`src/rtl/hthd_pkg.sv`:
```
// ----------------------------------------------------------------------------
// hthd_pkg
// Shared types, sizes and codes of the Huffman tree header decoder.
// ----------------------------------------------------------------------------
package hthd_pkg;

	localparam int STACK_DEPTH = 256;
	localparam int MAX_NODES   = 512;

	localparam int SP_W   = $clog2(STACK_DEPTH);
	localparam int CNT_W  = $clog2(STACK_DEPTH + 1);
	localparam int NODE_W = $clog2(MAX_NODES + 1);
	localparam int IDX_W  = 9;
	localparam int SYM_W  = 8;
	localparam int ST_W   = 3;
	localparam int TDATA_W = 40;
	localparam int TUSER_W = 2;

	localparam logic [SYM_W-1:0] CMD_ONE  = 8'd49;
	localparam logic [SYM_W-1:0] CMD_ZERO = 8'd48;
	localparam logic [SYM_W-1:0] TOP_BIT  = 8'h80;

	localparam logic [3:0] SYM_BITS = 4'd8;

	localparam logic [ST_W-1:0] ST_OK    = 3'd0;
	localparam logic [ST_W-1:0] ST_UNDER = 3'd1;
	localparam logic [ST_W-1:0] ST_OVER  = 3'd2;
	localparam logic [ST_W-1:0] ST_LIMIT = 3'd3;
	localparam logic [ST_W-1:0] ST_EARLY = 3'd4;

	localparam logic FMT_BITS = 1'b0;
	localparam logic FMT_CHAR = 1'b1;

	localparam logic REG_FORMAT = 1'b0;

	typedef struct packed {
		logic [IDX_W-1:0] node_index;
		logic             node_kind;
		logic [SYM_W-1:0] leaf_symbol;
		logic [IDX_W-1:0] left_index;
		logic [IDX_W-1:0] right_index;
		logic             tree_done;
		logic [ST_W-1:0]  status;
	} rec_t;

	typedef struct packed {
		logic go;
		logic emit;
		logic byte_end;
	} step_t;

endpackage

```
`src/rtl/hthd_ram.sv`:
```
// ----------------------------------------------------------------------------
// hthd_ram
// Generic single-write, single-read RAM with a registered read port.
// ----------------------------------------------------------------------------
module hthd_ram #(
	parameter int WIDTH = 8,
	parameter int DEPTH = 16
) (
	input  logic                     clk,
	input  logic                     we,
	input  logic [$clog2(DEPTH)-1:0] waddr,
	input  logic [WIDTH-1:0]         wdata,
	input  logic                     re,
	input  logic [$clog2(DEPTH)-1:0] raddr,
	output logic [WIDTH-1:0]         rdata
);

	logic [WIDTH-1:0] mem [DEPTH];

	always_ff @(posedge clk) begin
		if (we) begin
			mem[waddr] <= wdata;
		end
		if (re) begin
			rdata <= mem[raddr];
		end
	end

endmodule

```
`src/rtl/hthd_core.sv`:
```
// ----------------------------------------------------------------------------
// hthd_core
// Header bit engine: decodes one header bit or character per cycle unless the
// output stalls it, on a node index stack in RAM, top entry in a register.
// ----------------------------------------------------------------------------
module hthd_core (
	input  logic                        clk,
	input  logic                        arst_n,
	input  logic                        in_valid,
	input  logic [hthd_pkg::SYM_W-1:0]  in_data,
	input  logic                        in_end,
	output logic                        in_ready,
	input  logic                        fmt,
	input  logic                        restart,
	input  logic                        can_emit,
	output hthd_pkg::step_t             step,
	output hthd_pkg::rec_t              rec
);

	logic                        busy_q;
	logic [hthd_pkg::SYM_W-1:0]  bits_q;
	logic                        endm_q;
	logic [2:0]                  k_q;

	logic [hthd_pkg::CNT_W-1:0]  count_q, n_count;
	logic [hthd_pkg::NODE_W-1:0] next_q, n_next;
	logic [3:0]                  pend_q, n_pend;
	logic [hthd_pkg::SYM_W-1:0]  shift_q, n_shift;
	logic                        err_q, n_err;
	logic [hthd_pkg::IDX_W-1:0]  top_q, n_top;
	logic [hthd_pkg::IDX_W-1:0]  beneath_q, n_beneath;
	logic                        bsel_q, n_bsel;

	logic                        we, re;
	logic [hthd_pkg::SP_W-1:0]   waddr, raddr;
	logic [hthd_pkg::IDX_W-1:0]  rdata;
	logic [hthd_pkg::IDX_W-1:0]  beneath;
	logic [hthd_pkg::IDX_W-1:0]  idx;

	logic                        bit_in, leaf_op, zero_op, stop, emit, reset_tree;
	logic [hthd_pkg::SYM_W-1:0]  sym;
	logic                        byte_end, go;

	hthd_ram #(
		.WIDTH(hthd_pkg::IDX_W),
		.DEPTH(hthd_pkg::STACK_DEPTH)
	) u_stack (
		.clk  (clk),
		.we   (we && go),
		.waddr(waddr),
		.wdata(top_q),
		.re   (re && go),
		.raddr(raddr),
		.rdata(rdata)
	);

	assign beneath = bsel_q ? rdata : beneath_q;
	assign idx     = hthd_pkg::IDX_W'(next_q);
	assign bit_in  = |(bits_q & hthd_pkg::TOP_BIT);
	assign waddr   = hthd_pkg::SP_W'(count_q - hthd_pkg::CNT_W'(1));
	assign raddr   = hthd_pkg::SP_W'(count_q - hthd_pkg::CNT_W'(3));

	always_comb begin
		n_count    = count_q;
		n_next     = next_q;
		n_pend     = pend_q;
		n_shift    = shift_q;
		n_err      = err_q;
		n_top      = top_q;
		n_beneath  = beneath_q;
		n_bsel     = bsel_q;
		leaf_op    = 1'b0;
		zero_op    = 1'b0;
		sym        = '0;
		stop       = 1'b0;
		emit       = 1'b0;
		reset_tree = 1'b0;
		rec        = '0;
		we         = 1'b0;
		re         = 1'b0;

		if (endm_q) begin
			if (err_q) begin
				n_err = 1'b0;
			end else if (count_q != '0 || pend_q != '0) begin
				emit       = 1'b1;
				rec.status = hthd_pkg::ST_EARLY;
			end
			reset_tree = 1'b1;
		end else if (!err_q) begin
			if (fmt == hthd_pkg::FMT_BITS) begin
				if (pend_q != '0) begin
					n_shift = {shift_q[hthd_pkg::SYM_W-2:0], bit_in};
					n_pend  = pend_q - 4'd1;
					if (pend_q == 4'd1) begin
						leaf_op = 1'b1;
						sym     = n_shift;
					end
				end else if (bit_in) begin
					n_pend  = hthd_pkg::SYM_BITS;
					n_shift = '0;
				end else begin
					zero_op = 1'b1;
				end
			end else begin
				if (pend_q != '0) begin
					n_pend  = '0;
					leaf_op = 1'b1;
					sym     = bits_q;
				end else if (bits_q == hthd_pkg::CMD_ONE) begin
					n_pend = 4'd1;
				end else if (bits_q == hthd_pkg::CMD_ZERO) begin
					zero_op = 1'b1;
				end
			end
		end

		if (leaf_op) begin
			emit = 1'b1;
			if (next_q >= hthd_pkg::NODE_W'(hthd_pkg::MAX_NODES)) begin
				rec.status = hthd_pkg::ST_LIMIT;
				n_err      = 1'b1;
				stop       = 1'b1;
			end else if (count_q >= hthd_pkg::CNT_W'(hthd_pkg::STACK_DEPTH)) begin
				rec.status = hthd_pkg::ST_OVER;
				n_err      = 1'b1;
				stop       = 1'b1;
			end else begin
				rec.node_index  = idx;
				rec.leaf_symbol = sym;
				n_next          = next_q + hthd_pkg::NODE_W'(1);
				n_count         = count_q + hthd_pkg::CNT_W'(1);
				n_top           = idx;
				if (count_q != '0) begin
					we        = 1'b1;
					n_beneath = top_q;
					n_bsel    = 1'b0;
				end
			end
		end

		if (zero_op) begin
			emit = 1'b1;
			stop = 1'b1;
			if (count_q == '0) begin
				rec.status = hthd_pkg::ST_UNDER;
				n_err      = 1'b1;
			end else if (count_q == hthd_pkg::CNT_W'(1)) begin
				rec.node_index = top_q;
				rec.node_kind  = (next_q > hthd_pkg::NODE_W'(1));
				rec.tree_done  = 1'b1;
				reset_tree     = 1'b1;
			end else if (next_q >= hthd_pkg::NODE_W'(hthd_pkg::MAX_NODES)) begin
				rec.status = hthd_pkg::ST_LIMIT;
				n_err      = 1'b1;
			end else begin
				stop            = 1'b0;
				rec.node_index  = idx;
				rec.node_kind   = 1'b1;
				rec.left_index  = beneath;
				rec.right_index = top_q;
				n_next          = next_q + hthd_pkg::NODE_W'(1);
				n_count         = count_q - hthd_pkg::CNT_W'(1);
				n_top           = idx;
				re              = 1'b1;
				n_bsel          = 1'b1;
			end
		end

		if (reset_tree) begin
			n_count = '0;
			n_next  = '0;
			n_pend  = '0;
			n_shift = '0;
		end
	end

	assign byte_end = endm_q || err_q || (fmt == hthd_pkg::FMT_CHAR) || stop || (k_q == 3'd7);
	assign go       = busy_q && !(emit && !can_emit);
	assign in_ready = !busy_q || (go && byte_end);

	assign step.go       = go;
	assign step.emit     = go && emit;
	assign step.byte_end = byte_end;

	always_ff @(posedge clk or negedge arst_n) begin
		if (!arst_n) begin
			busy_q  <= 1'b0;
			k_q     <= '0;
			count_q <= '0;
			next_q  <= '0;
			pend_q  <= '0;
			shift_q <= '0;
			err_q   <= 1'b0;
			bsel_q  <= 1'b0;
		end else begin
			if (in_valid && in_ready) begin
				busy_q <= 1'b1;
				k_q    <= '0;
			end else if (go) begin
				if (byte_end) begin
					busy_q <= 1'b0;
				end
				k_q <= k_q + 3'd1;
			end
			if (restart) begin
				count_q <= '0;
				next_q  <= '0;
				pend_q  <= '0;
				shift_q <= '0;
				err_q   <= 1'b0;
			end else if (go) begin
				count_q <= n_count;
				next_q  <= n_next;
				pend_q  <= n_pend;
				shift_q <= n_shift;
				err_q   <= n_err;
				bsel_q  <= n_bsel;
			end
		end
	end

	always_ff @(posedge clk) begin
		if (in_valid && in_ready) begin
			bits_q <= in_data;
			endm_q <= in_end;
		end else if (go) begin
			bits_q <= {bits_q[hthd_pkg::SYM_W-2:0], 1'b0};
		end
		if (go) begin
			top_q     <= n_top;
			beneath_q <= n_beneath;
		end
	end

endmodule

```
`src/rtl/hthd_out.sv`:
```
// ----------------------------------------------------------------------------
// hthd_out
// Result staging: holds the newest record until it is known whether it is
// the final one of its input byte, then passes it to the output register.
// ----------------------------------------------------------------------------
module hthd_out (
	input  logic            clk,
	input  logic            arst_n,
	input  hthd_pkg::step_t step,
	input  hthd_pkg::rec_t  rec,
	output logic            can_emit,
	output logic            out_valid,
	input  logic            out_ready,
	output hthd_pkg::rec_t  out_rec,
	output logic            out_last
);

	logic           out_valid_q;
	hthd_pkg::rec_t out_rec_q;
	logic           out_last_q;
	logic           pend_valid_q;
	logic           pend_final_q;
	hthd_pkg::rec_t pend_rec_q;
	logic           out_avail;
	logic           move;

	assign out_avail = !out_valid_q || out_ready;
	assign move      = pend_valid_q && out_avail && (pend_final_q || step.emit);
	assign can_emit  = !pend_valid_q || out_avail;

	always_ff @(posedge clk or negedge arst_n) begin
		if (!arst_n) begin
			out_valid_q  <= 1'b0;
			pend_valid_q <= 1'b0;
			pend_final_q <= 1'b0;
		end else begin
			if (move) begin
				out_valid_q <= 1'b1;
			end else if (out_ready) begin
				out_valid_q <= 1'b0;
			end
			if (step.emit) begin
				pend_valid_q <= 1'b1;
				pend_final_q <= step.byte_end;
			end else if (move) begin
				pend_valid_q <= 1'b0;
			end else if (step.go && step.byte_end && pend_valid_q) begin
				pend_final_q <= 1'b1;
			end
		end
	end

	always_ff @(posedge clk) begin
		if (move) begin
			out_rec_q  <= pend_rec_q;
			out_last_q <= pend_final_q;
		end
		if (step.emit) begin
			pend_rec_q <= rec;
		end
	end

	assign out_valid = out_valid_q;
	assign out_rec   = out_rec_q;
	assign out_last  = out_last_q;

endmodule

```
`src/rtl/huffman_tree_header_decoder.sv`:
```
// ----------------------------------------------------------------------------
// huffman_tree_header_decoder
// Rebuilds a Huffman code tree from a post-order header stream and emits one
// record for each node created, with status codes for malformed headers.
// ----------------------------------------------------------------------------
// A request on the input stream is registered when taken and worked on
// afterwards; the next one is taken as its predecessor finishes. In bit-packed
// format a byte is worked on one header bit per cycle, because each bit may
// pop two stack entries and push one through the stack memory and its single
// read port, unless a stalled output holds the engine, which it does only
// when it has a new record to place. A byte that finishes a tree or hits an
// error may end before its last bit. A character-format byte and an end marker
// are each worked on whole. A result request is staged until a later record
// comes or its byte ends. The stack RAM needs no clearing pass after reset.
module huffman_tree_header_decoder (
	input  logic                          clk,
	input  logic                          arst_n,
	// s_tdata: data_byte[7:0]
	input  logic                          s_tvalid,
	output logic                          s_tready,
	input  logic [7:0]                    s_tdata,
	input  logic                          s_tlast,
	// m_tdata: node_index[8:0], leaf_symbol[16:9], left_index[25:17],
	// right_index[34:26], status[37:35], zero[39:38]
	output logic                          m_tvalid,
	input  logic                          m_tready,
	output logic [hthd_pkg::TDATA_W-1:0]  m_tdata,
	// m_tuser: node_kind[0], tree_done[1]
	output logic [hthd_pkg::TUSER_W-1:0]  m_tuser,
	output logic                          m_tlast,
	input  logic                          psel,
	input  logic                          penable,
	input  logic                          pwrite,
	input  logic [2:0]                    paddr,
	input  logic [31:0]                   pwdata,
	output logic [31:0]                   prdata,
	output logic                          pready
);

	logic            fmt_q;
	logic            cfg_wr;
	logic            restart;
	logic            can_emit;
	hthd_pkg::step_t step;
	hthd_pkg::rec_t  rec;
	hthd_pkg::rec_t  out_rec;

	assign pready  = 1'b1;
	assign cfg_wr  = psel && penable && pwrite && pready;
	assign restart = cfg_wr && (paddr[2] == hthd_pkg::REG_FORMAT);
	assign prdata  = (paddr[2] == hthd_pkg::REG_FORMAT) ? {31'd0, fmt_q} : 32'd0;

	always_ff @(posedge clk or negedge arst_n) begin
		if (!arst_n) begin
			fmt_q <= hthd_pkg::FMT_BITS;
		end else if (restart) begin
			fmt_q <= pwdata[0];
		end
	end

	hthd_core u_core (
		.clk     (clk),
		.arst_n  (arst_n),
		.in_valid(s_tvalid),
		.in_data (s_tdata),
		.in_end  (s_tlast),
		.in_ready(s_tready),
		.fmt     (fmt_q),
		.restart (restart),
		.can_emit(can_emit),
		.step    (step),
		.rec     (rec)
	);

	hthd_out u_out (
		.clk      (clk),
		.arst_n   (arst_n),
		.step     (step),
		.rec      (rec),
		.can_emit (can_emit),
		.out_valid(m_tvalid),
		.out_ready(m_tready),
		.out_rec  (out_rec),
		.out_last (m_tlast)
	);

	assign m_tdata = {2'b00, out_rec.status, out_rec.right_index, out_rec.left_index,
		out_rec.leaf_symbol, out_rec.node_index};
	assign m_tuser = {out_rec.tree_done, out_rec.node_kind};

endmodule

```
`config.mk`:
```
export PLATFORM = sky130hd
export DESIGN_NAME = huffman_tree_header_decoder
export DESIGN_NICKNAME = d
export VERILOG_FILES = /design/src/rtl/hthd_pkg.sv /design/src/rtl/hthd_ram.sv /design/src/rtl/hthd_core.sv /design/src/rtl/hthd_out.sv /design/src/rtl/huffman_tree_header_decoder.sv
export SDC_FILE = /design/constraint.sdc
export NUM_CORES = 2
export LEC_CHECK = 0
export ABC_AREA = 1
export BUFFER_PORTS_ARGS = -buffer_cell sky130_fd_sc_hd__buf_2
export CAP_MARGIN = 40
export CELL_PAD_IN_SITES_DETAIL_PLACEMENT = 1
export CELL_PAD_IN_SITES_GLOBAL_PLACEMENT = 1
export CORE_MARGIN = 2
export CORE_UTILIZATION = 41
export DETAILED_ROUTE_END_ITERATION = 12
export PLACE_DENSITY = 0.69
export SYNTH_ARGS = -nofsm -noshare
export SYNTH_HDL_FRONTEND = slang
export SYNTH_SLANG_ARGS = --single-unit
```
`constraint.sdc`:
```
create_clock -name clk -period 7 [get_ports clk]
set_input_delay 0.35 -clock clk [delete_from_list [all_inputs] [get_ports clk]]
set_output_delay 0.35 -clock clk [all_outputs]
set_load 0.005 [all_outputs]
```
==> summary.md <==
| Metric | Value |
|---|---|
| Slew HR | `12.9%` |
| Synthesized area | `100,000 µm²` |
| DR iter-0 viols | `6,490` |
| Yosys reg bits | `2,461` |
| Synth area leaders | `edfxtp_1 (73%), nand3_1 (12%), nand2_1 (9.4%)` |
| Post-synth top area cell | `edfxtp_1` |
| Wire per inst | `25.2 µm` |
| Initial Util | `41.2%` |
| Outcome | `finished clean` |
| FMAX | `0.192 GHz` |
| Final slew viol count | `0` |
| Rows | `181` |
| Number of global-route vias before repair | `70,100` |
| Tightest Pin Transition | `1310 ps` |
| Async set or reset register ratio after synthesis | `1.63%` |
| Placeable Area | `243,000 µm²` |
| Final WL | `302,000 µm` |
| Final period utilization | `74.5%` |
| Seq. cell area | `73,700 µm²` |
| Crit Path Max Fanout | `81` |
| Syn Inst Count | `8,507` |
| Final Hold Fails | `0` |
| Nets@finish | `8,634` |
| Clock Skew | `42.2 ps` |
| Arr. time, crit path | `5860 ps` |
| Die area | `248,000 µm²` |
| DR DRC count | `0` |
| Syn Area/Cell | `11.8 µm²` |
| Largest net degree at the start of global routing | `201` |
| Critical path capture point type | `flip-flop` |
| Register area share after synthesis | `73.5%` |
| Leak | `39.6 nW` |
| CTS tree | `yes` |
| Clk sinks | `2,461` |
| Root Buffer | `clkbuf_16` |
| Post-CTS Repair Setup Buffers | `0` |
| Worst Hold Class | `input port to flip-flop` |
| Die width | `498 µm` |
| Final hold slack | `85.8 ps` |
| Initial antenna violation count | `2` |
| Yosys warns | `0` |
| H-tree Lvls | `5` |
| Crit start category | `flip-flop` |
| PwrDens | `472 nW/µm²` |
| Multi-input logic area | `24,000 µm²` |
| Post-DP HPWL | `170,000 µm` |
| Layout fillers | `25,300` |
| Port bufs | `61` |
| Vias per cell | `5.68` |
| DR vias | `67,800` |
| Clk_lat worst skew | `940 ps` |
| Critical path type | `flip-flop to flip-flop` |
| MaxCap Viol Count | `0` |
| Distinct cell type count after synthesis | `45` |
| Final TNS setup | `0 ps` |
| Synth-to-Final Area Change | `13.4%` |
| Post-synth EDFFs | `2,421` |
| Final Setup Violations | `0` |
| Synth top area share | `72.5%` |
| Min Tclk post-route | `5220 ps` |
| Unrepaired setup endpoints after global routing | `false` |
| Layout cells sized above 1 | `8.23%` |
| GRT Total Usage | `23.9%` |
| Critical Path RT | `7640 ps` |
| VDD IR-drop max | `0.501 mV` |
| Num CTS Buffers | `277` |
| Die height | `498 µm` |
| Gpl congestion | `0.817` |
| Ys flop type | `edfxtp_1` |
| Post-route antenna net violation count | `0` |
| TritonRoute pass-1 iters | `5` |
| Clock Pin Slew Worst Setup and Hold Paths | `60 ps` |
| GR Overflow Total | `0` |
| Io pins | `129` |
| CTS max path bufs | `4` |
| First-pass GRT wire length | `450,000 µm` |
-- sequential cells by signal (all words and copies together), names as in the netlist --
name	cells
u_core.u_stack.mem	2304
u_out.out_rec	40
u_out.pend_rec_q	40
u_core.next_q	10
u_core.beneath_q	9
u_core.count_q	9
u_core.top_q	9
u_core.u_stack.rdata	9
u_core.bits_q	8
u_core.shift_q	7
u_core.pend_q	4
u_core.k_q	3
fmt_q	1
u_core.bsel_q	1
u_core.busy_q	1
u_core.endm_q	1
u_core.err_q	1
u_out.out_last	1
u_out.out_valid	1
u_out.pend_final_q	1
u_out.pend_valid_q	1
-- per-stage QoR --
stage               util [%]  instances  power (mW)  setup slack, ps  instance area [µm²]
floorplan                  -       8539        31.4             2900               100000
CTS                     46.7      11900        53.9             1810               114000
global route            46.7      12000        56.0             1480               114000
detailed placement      43.2      11500        40.1             1800               105000
global placement        42.9      11400        39.3             1680               104000
finish                  46.7      12000        53.7             1780               114000
-- cell usage in the layout, fill, tap and decap left out, types with 56 or more instances in the layout --
cell type	instances
buf_2	65
buf_4	212
clkbuf_1	56
clkbuf_16	286
clkinv_1	63
edfxtp_1	2421
inv_1	85
nand2_1	2493
nand3_1	2313
nor2_1	241
nor3_1	114
-- worst paths after layout --
check	start	end	slack, ps	depth (start not counted)
setup reg to reg	u_core.count_q[0]	u_core.u_stack.mem[50][3]	1780	14
min in group asynchronous	arst_n	u_core.next_q[0]	500	4
max in group asynchronous	arst_n	u_core.count_q[0]	5300	4
setup / recovery	u_core.count_q[0]	u_core.u_stack.mem[50][3]	1780	14
hold / removal	psel	u_core.shift_q[6]	90	5
hold reg to reg	u_out.pend_rec_q[32]	u_out.out_rec[32]	410	0
-- power by group --
group	switching, mW	total [mW]	internal [mW]
clock	5.70	13.7	8.01
combinational	16.1	20.8	4.72
sequential	0.265	19.2	18.9
-- kinds of logic (layout without fill, tap and decap cells) --
| group | count (synthesis) | after routing | share of synthesized area (%) |
|---|---|---|---|
| buffers and inverters | 698 | 906 | 2.81 |
| muxes | 9 | 9 | 0.0899 |
| other | 2 | 36 | 0.00749 |
| AOI/OAI and AO/OA | 95 | 95 | 0.565 |
| xor gates and xnor gates | 16 | 16 | 0.140 |
| and+or+nand+nor | 5211 | 5211 | 22.7 |
| adders and majority gates | 15 | 15 | 0.187 |
| DFF | 2461 | 2461 | 73.5 |
-- synthesized netlist by cell type, drive strengths merged (6+ instances only) --
| library cell | instances |
|---|---|
| nor3 | 122 |
| a21oi | 16 |
| mux2i | 9 |
| o21ai | 41 |
| xor2 | 15 |
| ha | 15 |
| o22ai | 11 |
| o211ai | 10 |
| a22oi | 9 |
| dfrtp | 40 |
| clkinv | 7 |
| buf | 124 |
| nand4 | 6 |
| inv | 90 |
| edfxtp | 2421 |
| clkbuf | 477 |
| nand2 | 2514 |
| nand3 | 2316 |
| nor2 | 246 |
-- critical path, cell delays in order (launching register included) --
cell	delay, ps
dfrtp_4	610
inv_8	450
ha_1	320
nand2_1	170
nor2_2	250
nand3_1	100
nand2_1	130
nand3_2	120
nand2_1	120
nand2_2	220
nor2_8	310
nand3_2	700
buf_4	450
nor3_1	620
buf_4	270
-- timing repair --
| item | CTS | global route |
|---|---|---|
| endpoints found under the hold margin | 55 | 0 |
| gates resized for setup | 0 | 0 |
| hold buffers | 24 | 0 |
-- layout make-up --
class | count | share of cell area [%]
Sequential cell | 2461 | 64.9
Multi-Input combinational cell | 5380 | 21.1
Clock buffer | 342 | 6.48
Tap cell | 3202 | 3.53
Timing Repair Buffer | 351 | 2.86
Clock inverter | 116 | 0.850
Inverter | 97 | 0.339
Antenna cell | 2 | 0.00440
-- layer usage --
| metal | up-vias | GRT usage, % | wire [µm] |
|---|---|---|---|
| met5 | - | 0 | 0 |
| met4 | 0 | 8.28 | 10100 |
| met2 | 2237 | 39.3 | 145000 |
| met1 | 34800 | 32.5 | 127000 |
| li1 | 30300 | - | - |
| met3 | 515 | 3.41 | 18900 |
(Power assumes the default switching activity.)
